--- config.mk ---
export PLATFORM = sky130hd
export DESIGN_NAME = swmd_queue
export DESIGN_NICKNAME = d
export VERILOG_FILES = /design/src/hdl/stack_word_multiply_divide_unit_top_macros.svh /design/src/hdl/swmd_pkg.sv /design/src/hdl/swmd_queue.sv
export SDC_FILE = /design/constraint.sdc
export NUM_CORES = 1
export LEC_CHECK = 0
export BUFFER_PORTS_ARGS = -buffer_cell sky130_fd_sc_hd__buf_2
export CORE_MARGIN = 3
export CORE_UTILIZATION = 40
export CTS_CLUSTER_SIZE = 28
export DETAILED_ROUTE_END_ITERATION = 12
export GPL_TIMING_DRIVEN = 0
export SLEW_MARGIN = 30
export SYNTH_ARGS = -nofsm -noshare
export SYNTH_HDL_FRONTEND = slang
export SYNTH_SLANG_ARGS = --single-unit
--- constraint.sdc ---
create_clock -name clk -period 14.9 [get_ports clk]
set_clock_uncertainty 0.1 [all_clocks]
set_input_delay 2.98 -clock clk [delete_from_list [all_inputs] [get_ports clk]]
set_output_delay 2.98 -clock clk [all_outputs]
set_load 0.01 [all_outputs]
--- src/hdl/stack_word_multiply_divide_unit_top_macros.svh ---
// assertion macros for the multiply and divide unit
`ifndef STACK_WORD_MULTIPLY_DIVIDE_UNIT_TOP_MACROS_SVH
`define STACK_WORD_MULTIPLY_DIVIDE_UNIT_TOP_MACROS_SVH

// same-cycle implication
`define SWMD_ASSERT_NOW(lbl, ante, cons) \
    lbl: assert property (@(posedge clk) disable iff (!rst_n) (ante) |-> (cons)) \
        else $error("swmd assertion failed");

// next-cycle implication
`define SWMD_ASSERT_NEXT(lbl, ante, cons) \
    lbl: assert property (@(posedge clk) disable iff (!rst_n) (ante) |=> (cons)) \
        else $error("swmd assertion failed");

`endif

--- src/hdl/swmd_pkg.sv ---
package swmd_pkg;

    localparam int CELL_BITS = 32;
    localparam int DBL_BITS = 2 * CELL_BITS;
    localparam int QUEUE_DEPTH = 4;
    localparam int QPTR_W = 2;
    localparam int QCNT_W = 3;

    typedef enum logic [3:0] {
        CMD_STAR         = 4'd0,
        CMD_STARSLASH    = 4'd1,
        CMD_STARSLASHMOD = 4'd2,
        CMD_SLASH        = 4'd3,
        CMD_SLASHMOD     = 4'd4,
        CMD_MOD          = 4'd5,
        CMD_FMSLASHMOD   = 4'd6,
        CMD_SMSLASHREM   = 4'd7,
        CMD_MSTAR        = 4'd8,
        CMD_UMSTAR       = 4'd9,
        CMD_UMSLASHMOD   = 4'd10
    } cmd_t;

    typedef struct packed {
        cmd_t                   cmd;
        logic [CELL_BITS-1:0]   a;
        logic [CELL_BITS-1:0]   b;
        logic [CELL_BITS-1:0]   c;
        logic [CELL_BITS-1:0]   ma;
        logic [CELL_BITS-1:0]   mb;
        logic [CELL_BITS-1:0]   v;
        logic [CELL_BITS-1:0]   sh;
        logic                   dneg;
        logic                   qneg;
        logic                   rneg;
        logic                   fm;
        logic                   st;
    } item_t;

    typedef struct packed {
        cmd_t                   cmd;
        logic [CELL_BITS-1:0]   c;
        logic [CELL_BITS-1:0]   mlo;
        logic [CELL_BITS-1:0]   mhi;
        logic                   qneg;
        logic                   rneg;
        logic                   fm;
        logic                   st;
    } meta_t;

    typedef struct packed {
        logic [CELL_BITS-1:0]   rem;
        logic [DBL_BITS-1:0]    dq;
        logic [CELL_BITS-1:0]   v;
        meta_t                  m;
    } dstage_t;

    typedef struct packed {
        logic [CELL_BITS-1:0]   lo;
        logic [CELL_BITS-1:0]   hi;
        logic                   st;
    } res_t;

endpackage

--- src/hdl/swmd_queue.sv ---
module swmd_queue (
    input  logic            clk,
    input  logic            rst_n,
    input  logic            wr,
    input  swmd_pkg::item_t wdata,
    output logic            full,
    input  logic            rd,
    output swmd_pkg::item_t rdata,
    output logic            empty
);
    import swmd_pkg::*;

    item_t              mem [0:QUEUE_DEPTH-1];
    logic [QPTR_W-1:0]  wr_ptr_reg;
    logic [QPTR_W-1:0]  wr_ptr_next;
    logic [QPTR_W-1:0]  rd_ptr_reg;
    logic [QPTR_W-1:0]  rd_ptr_next;
    logic [QCNT_W-1:0]  cnt_reg;
    logic [QCNT_W-1:0]  cnt_next;
    logic               do_wr;
    logic               do_rd;

    assign full  = (cnt_reg == QCNT_W'(QUEUE_DEPTH));
    assign empty = (cnt_reg == '0);
    assign do_wr = wr && !full;
    assign do_rd = rd && !empty;
    assign rdata = mem[rd_ptr_reg];

    always_comb
    begin
        wr_ptr_next = do_wr ? wr_ptr_reg + 1'b1 : wr_ptr_reg;
        rd_ptr_next = do_rd ? rd_ptr_reg + 1'b1 : rd_ptr_reg;
        cnt_next    = cnt_reg;
        if (do_wr && !do_rd)
        begin
            cnt_next = cnt_reg + 1'b1;
        end
        else if (do_rd && !do_wr)
        begin
            cnt_next = cnt_reg - 1'b1;
        end
    end

    always_ff @(posedge clk or negedge rst_n)
    begin
        if (!rst_n)
        begin
            wr_ptr_reg <= '0;
            rd_ptr_reg <= '0;
            cnt_reg    <= '0;
        end
        else
        begin
            wr_ptr_reg <= wr_ptr_next;
            rd_ptr_reg <= rd_ptr_next;
            cnt_reg    <= cnt_next;
        end
    end

    always_ff @(posedge clk)
    begin
        if (do_wr)
        begin
            mem[wr_ptr_reg] <= wdata;
        end
    end

endmodule

# After elaboration in Yosys (flattened, before gate mapping)
# Memory sizes are Yosys's and may differ from the RTL's.
# Cells that the tools add are included.
dict set report totals {
  ff_bits 7
  latch_bits 0
  ramBits 932
  mem_bits_ro 0
  inputBits 237
  out_inout_bits 235
  wordCells 23
  memories 1
}
dict set report classes {
  addsub 4
  n_mul 0
  div_mod_pow 0
  magnitude_cmp 0
  n_eq_ne 1
  shift 0
  mux 4
  n_bitwise 0
  reduce_logical 10
}
# memory words width read_ports rd_clocked_by_memory_dff wr line_no
set memory_table {}
lappend memory_table {mem 4 233 1 0 1 swmd_queue.sv:13} ;# item_t mem [0:QUEUE_DEPTH-1];
# op count
set ops {}
lappend ops {{3-bit two-way mux} 2}
lappend ops {{2-bit by 1-bit adder with 2-bit output (second input constant)} 2}
lappend ops {{1-bit logical AND} 4}
lappend ops {{1-bit logical NOT} 4}
lappend ops {{3-bit by 1-bit adder with 3-bit output (second input constant)} 1}
lappend ops {{3-bit == test (second input constant)} 1}
lappend ops {{3-bit logical NOT} 1}
lappend ops {{3-bit by 1-bit subtractor with 3-bit output (second input constant)} 1}
lappend ops {{1-bit two-way mux} 2}
lappend ops {{2-bit nonzero test} 1}

# Depth between registers and ports, before layout
dict set report logic_depth {
  depth_word 7
  depth_mapped 9
  mapped_depth_nobuf 8
}

# Worst setup path before layout
# No wires, ideal clock.
dict set report synth_timing {
  path_kind {input to register}
  startpoint {input port wr}
  endpoint {memory mem[0][0] (netlist bit) (enable)}
  setup_time_ps 623
  arrival_time_ps 8555
  required_ps 14177
  path_slack_ps 5622
  cell_stages 3
  n_path_buf 1
  cell_sequence {nor2b_1 -> buf_2 -> and2_1}
}
dict set report synth_via {
  elab_chain_cells 3
}
# element line_no
set synth_lines {}
lappend synth_lines {{from (decl)} swmd_queue.sv:4} ;# input logic wr,
lappend synth_lines {{1-bit logical AND} swmd_queue.sv:25} ;# assign do_wr = wr && !full;
lappend synth_lines {{net do_wr} swmd_queue.sv:20} ;# logic do_wr;
lappend synth_lines {{1-bit two-way mux} swmd_queue.sv:62} ;# if (do_wr)
lappend synth_lines {{1-bit two-way mux (not written as such)} swmd_queue.sv:64} ;# mem[wr_ptr_reg] <= wdata;
lappend synth_lines {{to (decl)} swmd_queue.sv:13}
# The timed path passes the listed nets, and every way through them passes these cells.

==> run metrics <==
Port Buffers=471; Netlist cell types=20; switching share of power=29.3%; DIE WIDTH=298 um; master cell of the clock root buffer=sky130_fd_sc_hd__clkbuf_16; worst min-delay path category=reg2reg; vias in the first global route=16.8k; arrival time at the worst endpoint=2.66 ns; clock tree from TritonCTS=done; Worst Path Class, Setup=reg2out; detailed-route wire length per cell=23.1 um; post-synthesis mux area share=15.5%; number of buffers created by CTS=97; startpoint of the lowest-slack register-to-register path=cnt_reg[2]; netlist area before placement=34,000 sq um; most common library cells after synthesis=932 x sky130_fd_sc_hd__edfxtp_1, 233 x sky130_fd_sc_hd__mux4_2, 28 x sky130_fd_sc_hd__buf_2; simple-gate area share of the yosys netlist=0.169%; crit path cell chain=buf_2 -> buf_2 -> buf_2 -> mux4_2 -> buf_2; Core Region=84,000 sq um; final hold viol count=0; unrepaired setup endpoints after global routing=false; internal power of the cells=5.97 mW; antenna violations before repair=21; ys flop type=sky130_fd_sc_hd__edfxtp_1; portion of total power attributed to combinational logic=30.3%; insertion delay to the later sink of the worst-skew pair=0.63 ns; Most common cell on crit path=sky130_fd_sc_hd__buf_2; area added between synthesis and finish=22.1%; top area cells in the synthesized netlist=sky130_fd_sc_hd__edfxtp_1 82%, sky130_fd_sc_hd__mux4_2 15%, sky130_fd_sc_hd__buf_6 0.60%; All-Layer GR Usage=16.2%; reported net switching power=2.48 mW; sequential area share after synthesis=82.8%; clock transition at the registers of the reported paths=0.06 ns; layout net count=2,093; Max stage delay cell, worst path=sky130_fd_sc_hd__buf_2; final critical-path share of the clock period=38.5%; startpoint of the tightest hold check path=cnt_reg[2]; instance count along the most critical hold path=1; proportion of netlist area held by the largest area contributor=82.3%; max-slew violation total from the final report=0; Setup TNS=0 ns; site row count=106; final setup vio count=0; Yosys warnings=0; FFs w/ async S/R, synth=0.745%; number of enable-type register cells in the synthesized netlist=932; setup slack of the worst register-to-register path=12.14 ns; detailed-route via count=15.4k; number of max-cap violations=0; Leak Pwr=14.1 nW; total power divided by cell area=203 nW/um^2; number of ports placed on the die boundary=472; R2R cell count=8; number of inserted filler cells in the final layout=6,753; Worst EP required=11.82 ns; IR Drop Worst-Case VDD=0.000122 V; transition time at the pin with the least slew margin=0.791 ns; mean cell area of the mapped netlist=27.1 sq um; number of nets in the synthesized netlist=1,496; share of power burned in registers=42.3%; reg-to-reg endpoint=mem[0][113]; setup bufs post-CTS=0; category of the worst setup path capture point=output pin; share of layout cells above drive strength 1=47.7%; number of DRC violations after detailed routing=0; remaining global-route overflow=0; effective utilization at floorplan=40.5%; cell accounting for the most synthesized area=sky130_fd_sc_hd__edfxtp_1; final design utilization=49.5%; Resized cells post-CTS=0; most common cell in the synthesized netlist=sky130_fd_sc_hd__edfxtp_1; XOR/XNOR Fraction of Synth Area=0.155%; peak clock frequency supported by timing=0.174 GHz; arithmetic-cell share of the synthesized area counting full adders, half adders and majority gates=0.243%; First-pass DRT Iterations=5; Synth Area in Compound Gates=0%; gpl congestion=0.713; flip-flop and latch count after synthesis=939; worst rel slew slack=47.2%; H-Tree Level Count=3; clock share of power=27.3%; Final min period=5.74 ns; residual antenna-violating net count after detailed routing=0; Clock Path Buffers=3; gate count of the mapped netlist=1,253; startpoint kind of the worst setup timing path=flop; total detailed-routing wirelength=71,100 um; CTS sink count=939; destination of the worst hold path=cnt_reg[2]; biggest cell delay along the critical path=0.45 ns; largest family of logic cells by synthesized area=multiplexers; pin count of the biggest net entering global routing=40; first-iteration detailed-routing DRC count=956; post-detailed-route via-to-cell ratio=4.99; run status=completed; critical path peak fanout=10; wire length of the first global-routing pass=108,000 um; die boundary height=298 um; HPWL reported at the end of detailed placement=47,100 um; area of the die=88,600 sq um; hold_buf cts=0; flip-flop count of the largest register after layout=932
-- power groups by stage --
stage | Combinational (mW) | Sequential [mW] | Clock (mW)
2_1_floorplan | 1.54 | 3.74 | 0
3_3_place_gp | 2.53 | 3.89 | 0
3_5_place_dp | 2.65 | 3.63 | 0
4_1_cts | 2.66 | 3.58 | 2.38
5_1_grt | 2.77 | 3.62 | 2.49
6_report | 2.56 | 3.58 | 2.31
-- cells in the final DEF, fill, tap and decap left out, types with 3 or more instances in the layout --
cell type,count
sky130_fd_sc_hd__edfxtp_1,932
sky130_fd_sc_hd__buf_2,499
sky130_fd_sc_hd__mux4_2,233
sky130_fd_sc_hd__clkbuf_16,97
sky130_fd_sc_hd__clkbuf_1,30
sky130_fd_sc_hd__clkinv_2,20
sky130_fd_sc_hd__buf_6,18
sky130_fd_sc_hd__diode_2,17
sky130_fd_sc_hd__clkinv_1,17
sky130_fd_sc_hd__buf_12,16
sky130_fd_sc_hd__buf_16,11
sky130_fd_sc_hd__bufinv_16,8
sky130_fd_sc_hd__dfrtp_1,7
sky130_fd_sc_hd__ha_1,5
sky130_fd_sc_hd__inv_1,4
sky130_fd_sc_hd__and2_4,4
sky130_fd_sc_hd__xnor2_1,4
sky130_fd_sc_hd__clkinv_4,3
-- metal layers --
layer / track usage [%] / vias to the layer above / wire length [um]
met3: 4.77 / 128 / 5290
met2: 26.4 / 448 / 35600
met5: 0 / - / 70
met4: 5.28 / 12 / 1940
li1: - / 6704 / -
met1: 20.9 / 8063 / 28200
-- kinds of logic after synthesis --
kind of cell,after synthesis
XOR/XNOR,6
adder cells (fa/ha/maj),6
AND/OR/NAND/NOR,10
flip-flops,939
multiplexers,235
buffers and inverters,57
-- worst max-delay path by stage --
stage,startpoint,to,slack (ns),cells after the start
after global placement,wr,mem[2][112],0.78,4
after detailed placement,wr,mem[0][113],9.58,8
after global routing,rd_ptr_reg[1],rdata[145],9.00,5
final,rd_ptr_reg[1],rdata[145],9.16,5
after CTS,rd_ptr_reg[1],rdata[145],8.99,5
after floorplan,wr,mem[0][0],5.62,3
-- cell type report --
cell class	instances	area (sq um)	area share [%]
inverter	4	15.0	0.0362
tap	1134	1420	3.42
timing repair buffer	498	2980	7.18
buffer	53	374	0.901
antenna	17	42.5	0.102
sequential	939	28200	67.8
multi-input combinational	257	5470	13.2
clock inverter	55	541	1.30
clock buffer	122	2520	6.07
-- worst max-delay path: cells and delay by family (launching register included) --
family	cells	cell delay, ns
buf+inv	4	1.28
flops	1	0.32
mux	1	0.41
-- through the flow --
| step | area, sq um | total power [mW] | instances | worst slack, ns | hold WS (ns) |
|---|---|---|---|---|---|
| after floorplan | 34000 | 5.28 | 1253 | 5.62 | 0.347 |
| after global placement | 37800 | 6.42 | 2858 | 0.777 | 0.364 |
| after detailed placement | 38400 | 6.29 | 2885 | 9.58 | 0.394 |
| after CTS | 41500 | 8.62 | 3062 | 8.99 | 0.410 |
| after global routing | 41500 | 8.88 | 3070 | 9.00 | 0.427 |
| final | 41500 | 8.45 | 3079 | 9.16 | 0.408 |
Power figures use the tool's default switching activity.
