### src/hdl/stack_word_multiply_divide_unit_top_macros.svh
// assertion macros for the multiply and divide unit
`ifndef STACK_WORD_MULTIPLY_DIVIDE_UNIT_TOP_MACROS_SVH
`define STACK_WORD_MULTIPLY_DIVIDE_UNIT_TOP_MACROS_SVH

// same-cycle implication
`define SWMD_ASSERT_NOW(lbl, ante, cons) \
    lbl: assert property (@(posedge clk) disable iff (!rst_n) (ante) |-> (cons)) \
        else $error("swmd assertion failed");

// next-cycle implication
`define SWMD_ASSERT_NEXT(lbl, ante, cons) \
    lbl: assert property (@(posedge clk) disable iff (!rst_n) (ante) |=> (cons)) \
        else $error("swmd assertion failed");

`endif

### src/hdl/swmd_pkg.sv
package swmd_pkg;

    localparam int CELL_BITS = 32;
    localparam int DBL_BITS = 2 * CELL_BITS;
    localparam int QUEUE_DEPTH = 4;
    localparam int QPTR_W = 2;
    localparam int QCNT_W = 3;

    typedef enum logic [3:0] {
        CMD_STAR         = 4'd0,
        CMD_STARSLASH    = 4'd1,
        CMD_STARSLASHMOD = 4'd2,
        CMD_SLASH        = 4'd3,
        CMD_SLASHMOD     = 4'd4,
        CMD_MOD          = 4'd5,
        CMD_FMSLASHMOD   = 4'd6,
        CMD_SMSLASHREM   = 4'd7,
        CMD_MSTAR        = 4'd8,
        CMD_UMSTAR       = 4'd9,
        CMD_UMSLASHMOD   = 4'd10
    } cmd_t;

    typedef struct packed {
        cmd_t                   cmd;
        logic [CELL_BITS-1:0]   a;
        logic [CELL_BITS-1:0]   b;
        logic [CELL_BITS-1:0]   c;
        logic [CELL_BITS-1:0]   ma;
        logic [CELL_BITS-1:0]   mb;
        logic [CELL_BITS-1:0]   v;
        logic [CELL_BITS-1:0]   sh;
        logic                   dneg;
        logic                   qneg;
        logic                   rneg;
        logic                   fm;
        logic                   st;
    } item_t;

    typedef struct packed {
        cmd_t                   cmd;
        logic [CELL_BITS-1:0]   c;
        logic [CELL_BITS-1:0]   mlo;
        logic [CELL_BITS-1:0]   mhi;
        logic                   qneg;
        logic                   rneg;
        logic                   fm;
        logic                   st;
    } meta_t;

    typedef struct packed {
        logic [CELL_BITS-1:0]   rem;
        logic [DBL_BITS-1:0]    dq;
        logic [CELL_BITS-1:0]   v;
        meta_t                  m;
    } dstage_t;

    typedef struct packed {
        logic [CELL_BITS-1:0]   lo;
        logic [CELL_BITS-1:0]   hi;
        logic                   st;
    } res_t;

endpackage

### src/hdl/swmd_front.sv
module swmd_front (
    input  logic                            clk,
    input  logic                            rst_n,
    input  logic                            push,
    output logic                            full,
    input  logic [3:0]                      cmd,
    input  logic [swmd_pkg::CELL_BITS-1:0]  operand_a,
    input  logic [swmd_pkg::CELL_BITS-1:0]  operand_b,
    input  logic [swmd_pkg::CELL_BITS-1:0]  operand_c,
    output logic                            q_wr,
    output swmd_pkg::item_t                 q_wdata,
    input  logic                            q_full
);
    import swmd_pkg::*;

    item_t                  it;
    item_t                  fr_item_reg;
    logic                   fr_valid_reg;
    logic                   fr_valid_next;
    logic                   take;
    logic                   na;
    logic                   nb;
    logic                   nc;
    logic                   sp;
    logic [CELL_BITS-1:0]   abs_a;
    logic [CELL_BITS-1:0]   abs_b;
    logic [CELL_BITS-1:0]   abs_c;

    assign full    = fr_valid_reg && q_full;
    assign take    = push && !full;
    assign q_wr    = fr_valid_reg && !q_full;
    assign q_wdata = fr_item_reg;

    assign na    = operand_a[CELL_BITS-1];
    assign nb    = operand_b[CELL_BITS-1];
    assign nc    = operand_c[CELL_BITS-1];
    assign sp    = na ^ nb;
    assign abs_a = na ? -operand_a : operand_a;
    assign abs_b = nb ? -operand_b : operand_b;
    assign abs_c = nc ? -operand_c : operand_c;

    // classify the item and prepare operands
    always_comb
    begin
        it      = '0;
        it.cmd  = cmd_t'(cmd);
        it.a    = operand_a;
        it.b    = operand_b;
        it.c    = operand_c;
        it.ma   = operand_a;
        it.mb   = operand_b;
        it.v    = operand_c;
        it.sh   = (na ? operand_b : '0) + (nb ? operand_a : '0);
        case (cmd_t'(cmd))
            CMD_STARSLASH, CMD_STARSLASHMOD:
            begin
                it.ma   = abs_a;
                it.mb   = abs_b;
                it.v    = abs_c;
                it.st   = (operand_c == '0);
                it.rneg = sp;
                it.qneg = sp ^ nc;
            end
            CMD_SLASH, CMD_SLASHMOD, CMD_MOD:
            begin
                it.ma   = abs_a;
                it.v    = abs_b;
                it.st   = (operand_b == '0);
                it.rneg = na;
                it.qneg = na ^ nb;
            end
            CMD_FMSLASHMOD, CMD_SMSLASHREM:
            begin
                it.v    = abs_c;
                it.st   = (operand_c == '0);
                it.dneg = nb;
                it.rneg = nb;
                it.qneg = nb ^ nc;
                it.fm   = (cmd_t'(cmd) == CMD_FMSLASHMOD);
            end
            CMD_UMSLASHMOD:
            begin
                it.st = (operand_c == '0);
            end
            default:
            begin
            end
        endcase
    end

    assign fr_valid_next = take || full;

    always_ff @(posedge clk or negedge rst_n)
    begin
        if (!rst_n)
        begin
            fr_valid_reg <= 1'b0;
        end
        else
        begin
            fr_valid_reg <= fr_valid_next;
        end
    end

    always_ff @(posedge clk)
    begin
        if (take)
        begin
            fr_item_reg <= it;
        end
    end

endmodule

### config.mk
export PLATFORM = sky130hd
export DESIGN_NAME = swmd_front
export DESIGN_NICKNAME = d
export VERILOG_FILES = /design/src/hdl/stack_word_multiply_divide_unit_top_macros.svh /design/src/hdl/swmd_pkg.sv /design/src/hdl/swmd_front.sv
export SDC_FILE = /design/constraint.sdc
export NUM_CORES = 1
export LEC_CHECK = 0
export ABC_AREA = 1
export BUFFER_PORTS_ARGS = -buffer_cell sky130_fd_sc_hd__buf_2
export CORE_ASPECT_RATIO = 0.5
export CORE_MARGIN = 2
export CORE_UTILIZATION = 54
export DETAILED_ROUTE_END_ITERATION = 7
export PLACE_DENSITY = 0.84
export SETUP_SLACK_MARGIN = 0.2
export SYNTH_ARGS = -nofsm -noshare
export SYNTH_HDL_FRONTEND = slang
export SYNTH_SLANG_ARGS = --single-unit
### constraint.sdc
create_clock -name clk -period 12.6 [get_ports clk]
set_clock_uncertainty 0.15 [all_clocks]
set_input_delay 2.52 -clock clk [delete_from_list [all_inputs] [get_ports clk]]
set_output_delay 2.52 -clock clk [all_outputs]
set_load 0.03 [all_outputs]
======== After elaboration in Yosys (flattened, before gate mapping) ========
Index checks and enable logic that the tools add are counted.
word-level totals
  register bits after elaboration ......... 234
  output and inout bits ................... 235
  logic and storage cells ................. 53
cells by class
  add/subtract/negate cells ............... 4
  equality and inequality tests ........... 8
  muxes and demuxes ....................... 10
  bitwise operators ....................... 3
  reduce and logical (&&, ||, !) cells .... 14
operator list
  operator                                                         number
  32-bit 2-to-1 mux                                                7
  32-bit negator                                                   3
  32-bit zero test                                                 2
  32-bit one-hot mux with 2 select lines                           1
  32-bit adder                                                     1
  4-bit by 3-bit == test with 1-bit output, second input constant  4
  5-bit OR reduction                                               2
  4-bit by 2-bit == test with 1-bit output, second input constant  2
  2-bit one-hot mux with 3 select lines                            1
  4-bit by 1-bit == test with 1-bit output, second input constant  1
  4-bit == test, second input constant                             1
  2-bit OR reduction                                               2
  4-bit OR reduction                                               1
  1-bit logical AND                                                3
  3-bit OR reduction                                               1
  1-bit XOR                                                        3
  1-bit zero test                                                  2
  1-bit one-hot mux with 2 select lines                            1
  1-bit logical OR                                                 1

======== Longest topological paths before layout ========
  depth after elaboration ................. 4
  depth in mapped cells ................... 19
  gate-level depth less buffers ........... 16

======== Worst setup path after synthesis ========
Ideal clock, no wire load.
  path type ............................... input -> register
  from .................................... input q_full
  to ...................................... register fr_item_reg (netlist bit q_wdata[0]) (enable)
  library setup time ...................... 0.828 ns
  data arrival time ....................... 12.340 ns
  setup slack ............................. -0.718 ns
  stages on the path ...................... 3
  path buffers ............................ 0
  cell sequence ........................... nand2_1 -> inv_1 -> nor2_1
between the ends
  cells in the longest elaborated chain, start to end .. 3
ends and longest elaborated chain
  what                  RTL line           text
  start, declared       swmd_front.sv:12   input logic q_full
  1-bit logical AND     swmd_front.sv:29   assign full = fr_valid_reg && q_full;
  via full              swmd_front.sv:5    output logic full,
  1-bit zero test       swmd_front.sv:30   assign take = push && !full;
  1-bit logical AND     swmd_front.sv:30
  via take              swmd_front.sv:20   logic take;
  end signal, assigned  swmd_front.sv:109  fr_item_reg <= it;
  end, declared         swmd_front.sv:17   item_t fr_item_reg;
The timed path passes the listed nets, and every way through them passes these cells.
A chain may end at the register's enable or synchronous reset.

======== Worst setup path after layout ========
  from .................................... input q_full
  to ...................................... output full
between the ends
  cells in the longest elaborated chain, start to end .. 1
ends and longest elaborated chain
  what               RTL line
  1-bit logical AND  swmd_front.sv:29
  end, declared      swmd_front.sv:5
No other way between the ends.

==> impl_metrics.json <==
{
  "status": "complete, no violations",
  "critPathArrivalTime_ps": 2990,
  "synth.distinct_cells": 41,
  "synth_ff_type": "edfxtp_1",
  "clkLatencyLatePin_ps": 510,
  "setup_slack_ps": 6935,
  "cp_slowest_cell": "buf_2",
  "die_w_um": 225.4,
  "maxCapViolCount": 0,
  "grt_remaining_overflow": 0,
  "portBuffers": 338,
  "peakVddDrop_uv": 100.6,
  "yosys-top-cells-area": "edfxtp_1 52%, nand2_1 13%, inv_1 6.0%",
  "synth_top_area_frac": 0.5243,
  "power_density_nw_per_um2": 124.7,
  "root_buffer": "clkbuf_16",
  "worst_pin_slew_ps": 1050,
  "synth_cells": 1546,
  "rsz0062_at_grt": "false",
  "pre_cts_slack_ps": 6564,
  "path_max_fanout": 2,
  "dieArea_um2": 25850,
  "drv_slew": 0,
  "yosys.area.top_type": "edfxtp_1",
  "first_pass_iters": 6,
  "r2r_end": "q_wdata[176]",
  "fp.dieH_um": 114.7,
  "path_buf_inv": 3,
  "vias": 11848,
  "end_kind": "output port",
  "yosys_warnings": 0,
  "grt_usage": 0.2873,
  "post_cts_buffers": 0,
  "regToRegSetupSlack_ps": 8810,
  "drtIter0Drc": 1466,
  "cts_tree": "yes",
  "gp_congestion": 0.9350,
  "antenna_found_initial": 0,
  "cts_made_buffers": 21,
  "yosys_register_bits": 232,
  "ys_seq_area_frac": 0.5261,
  "netlist_area_um2": 13230,
  "fp.coreArea_um2": 24020,
  "async_flop_share": 0.004310,
  "holdCritStartpoint": "fr_valid_reg",
  "timing.fmax_ghz": 0.1765,
  "grt_pass1_vias": 10652,
  "syn_nets": 1685,
  "syn_area_per_cell_um2": 8.558,
  "hold_end": "fr_valid_reg",
  "maxSlewHeadroom": 0.3003,
  "grt_max_degree": 81,
  "finalCritPeriodShare": 0.4496,
  "cp_slowest_stage_delay_ps": 230,
  "reg2reg_depth": 6,
  "antenna_cells": 0,
  "crit_family": "buffers and inverters",
  "rows": 40,
  "cts_hold_buf": 0,
  "p_leak_uw": 0.007509,
  "hold_viol": 0,
  "cp_data_required_time_ps": 9930,
  "avgRoutedWirePerCell_um": 17.12,
  "area_growth_pct": 19.55,
  "grt_pass1_wl_um": 57460,
  "crit_path_start_kind": "primary input",
  "clkTransAtPathRegs_ps": 60,
  "routed_wl_um": 37750,
  "crit_type": "primary input to output port",
  "largest_register_ffs": 231,
  "routed_via_density": 5.373,
  "regToRegStartpoint": "fr_valid_reg",
  "post_cts_resized": 0,
  "worstHoldPathType": "flip-flop to flip-flop",
  "finalSetupTns_ps": 0,
  "ios": 339,
  "drc_errors": 0,
  "cts_buffer_depth": 3,
  "ant_nets": 0,
  "nNetsFinal": 2017,
  "fillers": 2007,
  "crit_top_cell": "buf_2",
  "path_cells": "buf_2 > nand2_1 > inv_1 > buf_2",
  "ctsHtreeMaxLevel": 1,
  "clock_sinks": 232,
  "hpwl_um": 28530,
  "drive_gt1_frac": 0.2085,
  "start_util": 0.5508,
  "synth_edf_count": 231,
  "layout_min_cycle_time_ps": 5665,
  "hold_depth": 2,
  "setup_violations": 0
}
==> power by group <==
group,internal (uW),switching [uW],leakage (uW),total [uW]
Clock,347,282,0.000302,628
Sequential,919,12.9,0.00222,932
Combinational,108,304,0.00498,411
==> synth_stat cells, drive strengths merged (4+ instances only) <==
cell / count
nand2: 463
edfxtp: 231
inv: 213
nor2: 169
nand3: 129
o21ai: 81
xor2: 51
a21oi: 50
ha: 34
nand4: 27
clkbuf: 17
nor3: 17
buf: 16
xnor2: 12
o211ai: 8
nand3b: 4
==> logic make-up after synthesis <==
kind of cell	after synthesis	share of synthesized area
simple gates	815	0.2606
buf+inv	246	0.07376
flops	232	0.5261
compound gates	155	0.06411
xor+xnor	63	0.04170
fa+ha+maj	35	0.03366
==> worst reg2reg max path: stages (launching register included) <==
cell and delay (ps):
dfrtp_1 390, nand2_1 80, inv_1 70, nor2_4 70
buf_4 720, buf_4 830, buf_4 990
==> worst max-delay path by stage <==
stage	start	endpoint	slack, ps	depth (start not counted)
after floorplan	q_full	q_wdata[0]	3210	3
after global placement	q_full	q_wdata[15]	6630	7
after detailed placement	q_full	q_wdata[194]	6560	7
after CTS	q_full	full	6940	4
after global routing	q_full	q_wdata[176]	6890	7
final	q_full	full	6940	4
==> layer usage <==
metal	share of wire	up-vias	track usage
met5	0	-	0
met2	0.45	545	0.4488
met4	0.023	0	0.06932
met1	0.44	5479	0.4188
met3	0.084	58	0.05158
li1	-	5766	-
==> through the flow <==
stage	std cells	area, um2	hold WS (ps)	power (uW)	utilization
after floorplan	1546	13230	309.3	1227	-
after global placement	2170	15180	337.1	1348	0.6320
after detailed placement	2170	15180	340.1	1355	0.6320
after CTS	2205	15820	379.5	1976	0.6584
final	2205	15820	380.0	1972	0.6584
after global routing	2205	15820	419.7	2044	0.6584
==> final cells by class <==
| cell class | count | area (um2) | area share |
|---|---|---|---|
| flip-flops and latches | 232 | 6962 | 0.4401 |
| multi-input cells | 1068 | 5301 | 0.3352 |
| repair buffers | 342 | 1722 | 0.1088 |
| inverters | 213 | 804.5 | 0.05086 |
| clock buffers | 27 | 548.0 | 0.03465 |
| well taps | 315 | 394.1 | 0.02492 |
| clock inverters | 8 | 86.33 | 0.005458 |
==> cell usage in the layout, fill, tap and decap left out, types with 8 or more instances in the layout <==
master,n
nand2_1,456
buf_2,338
edfxtp_1,231
inv_1,210
nor2_1,158
nand3_1,128
o21ai_0,73
xor2_1,51
a21oi_1,50
ha_1,34
nand4_1,27
clkbuf_16,21
nor3_1,17
xnor2_1,12
o211ai_1,8
No activity file was read; power rests on OpenSTA's default activity.
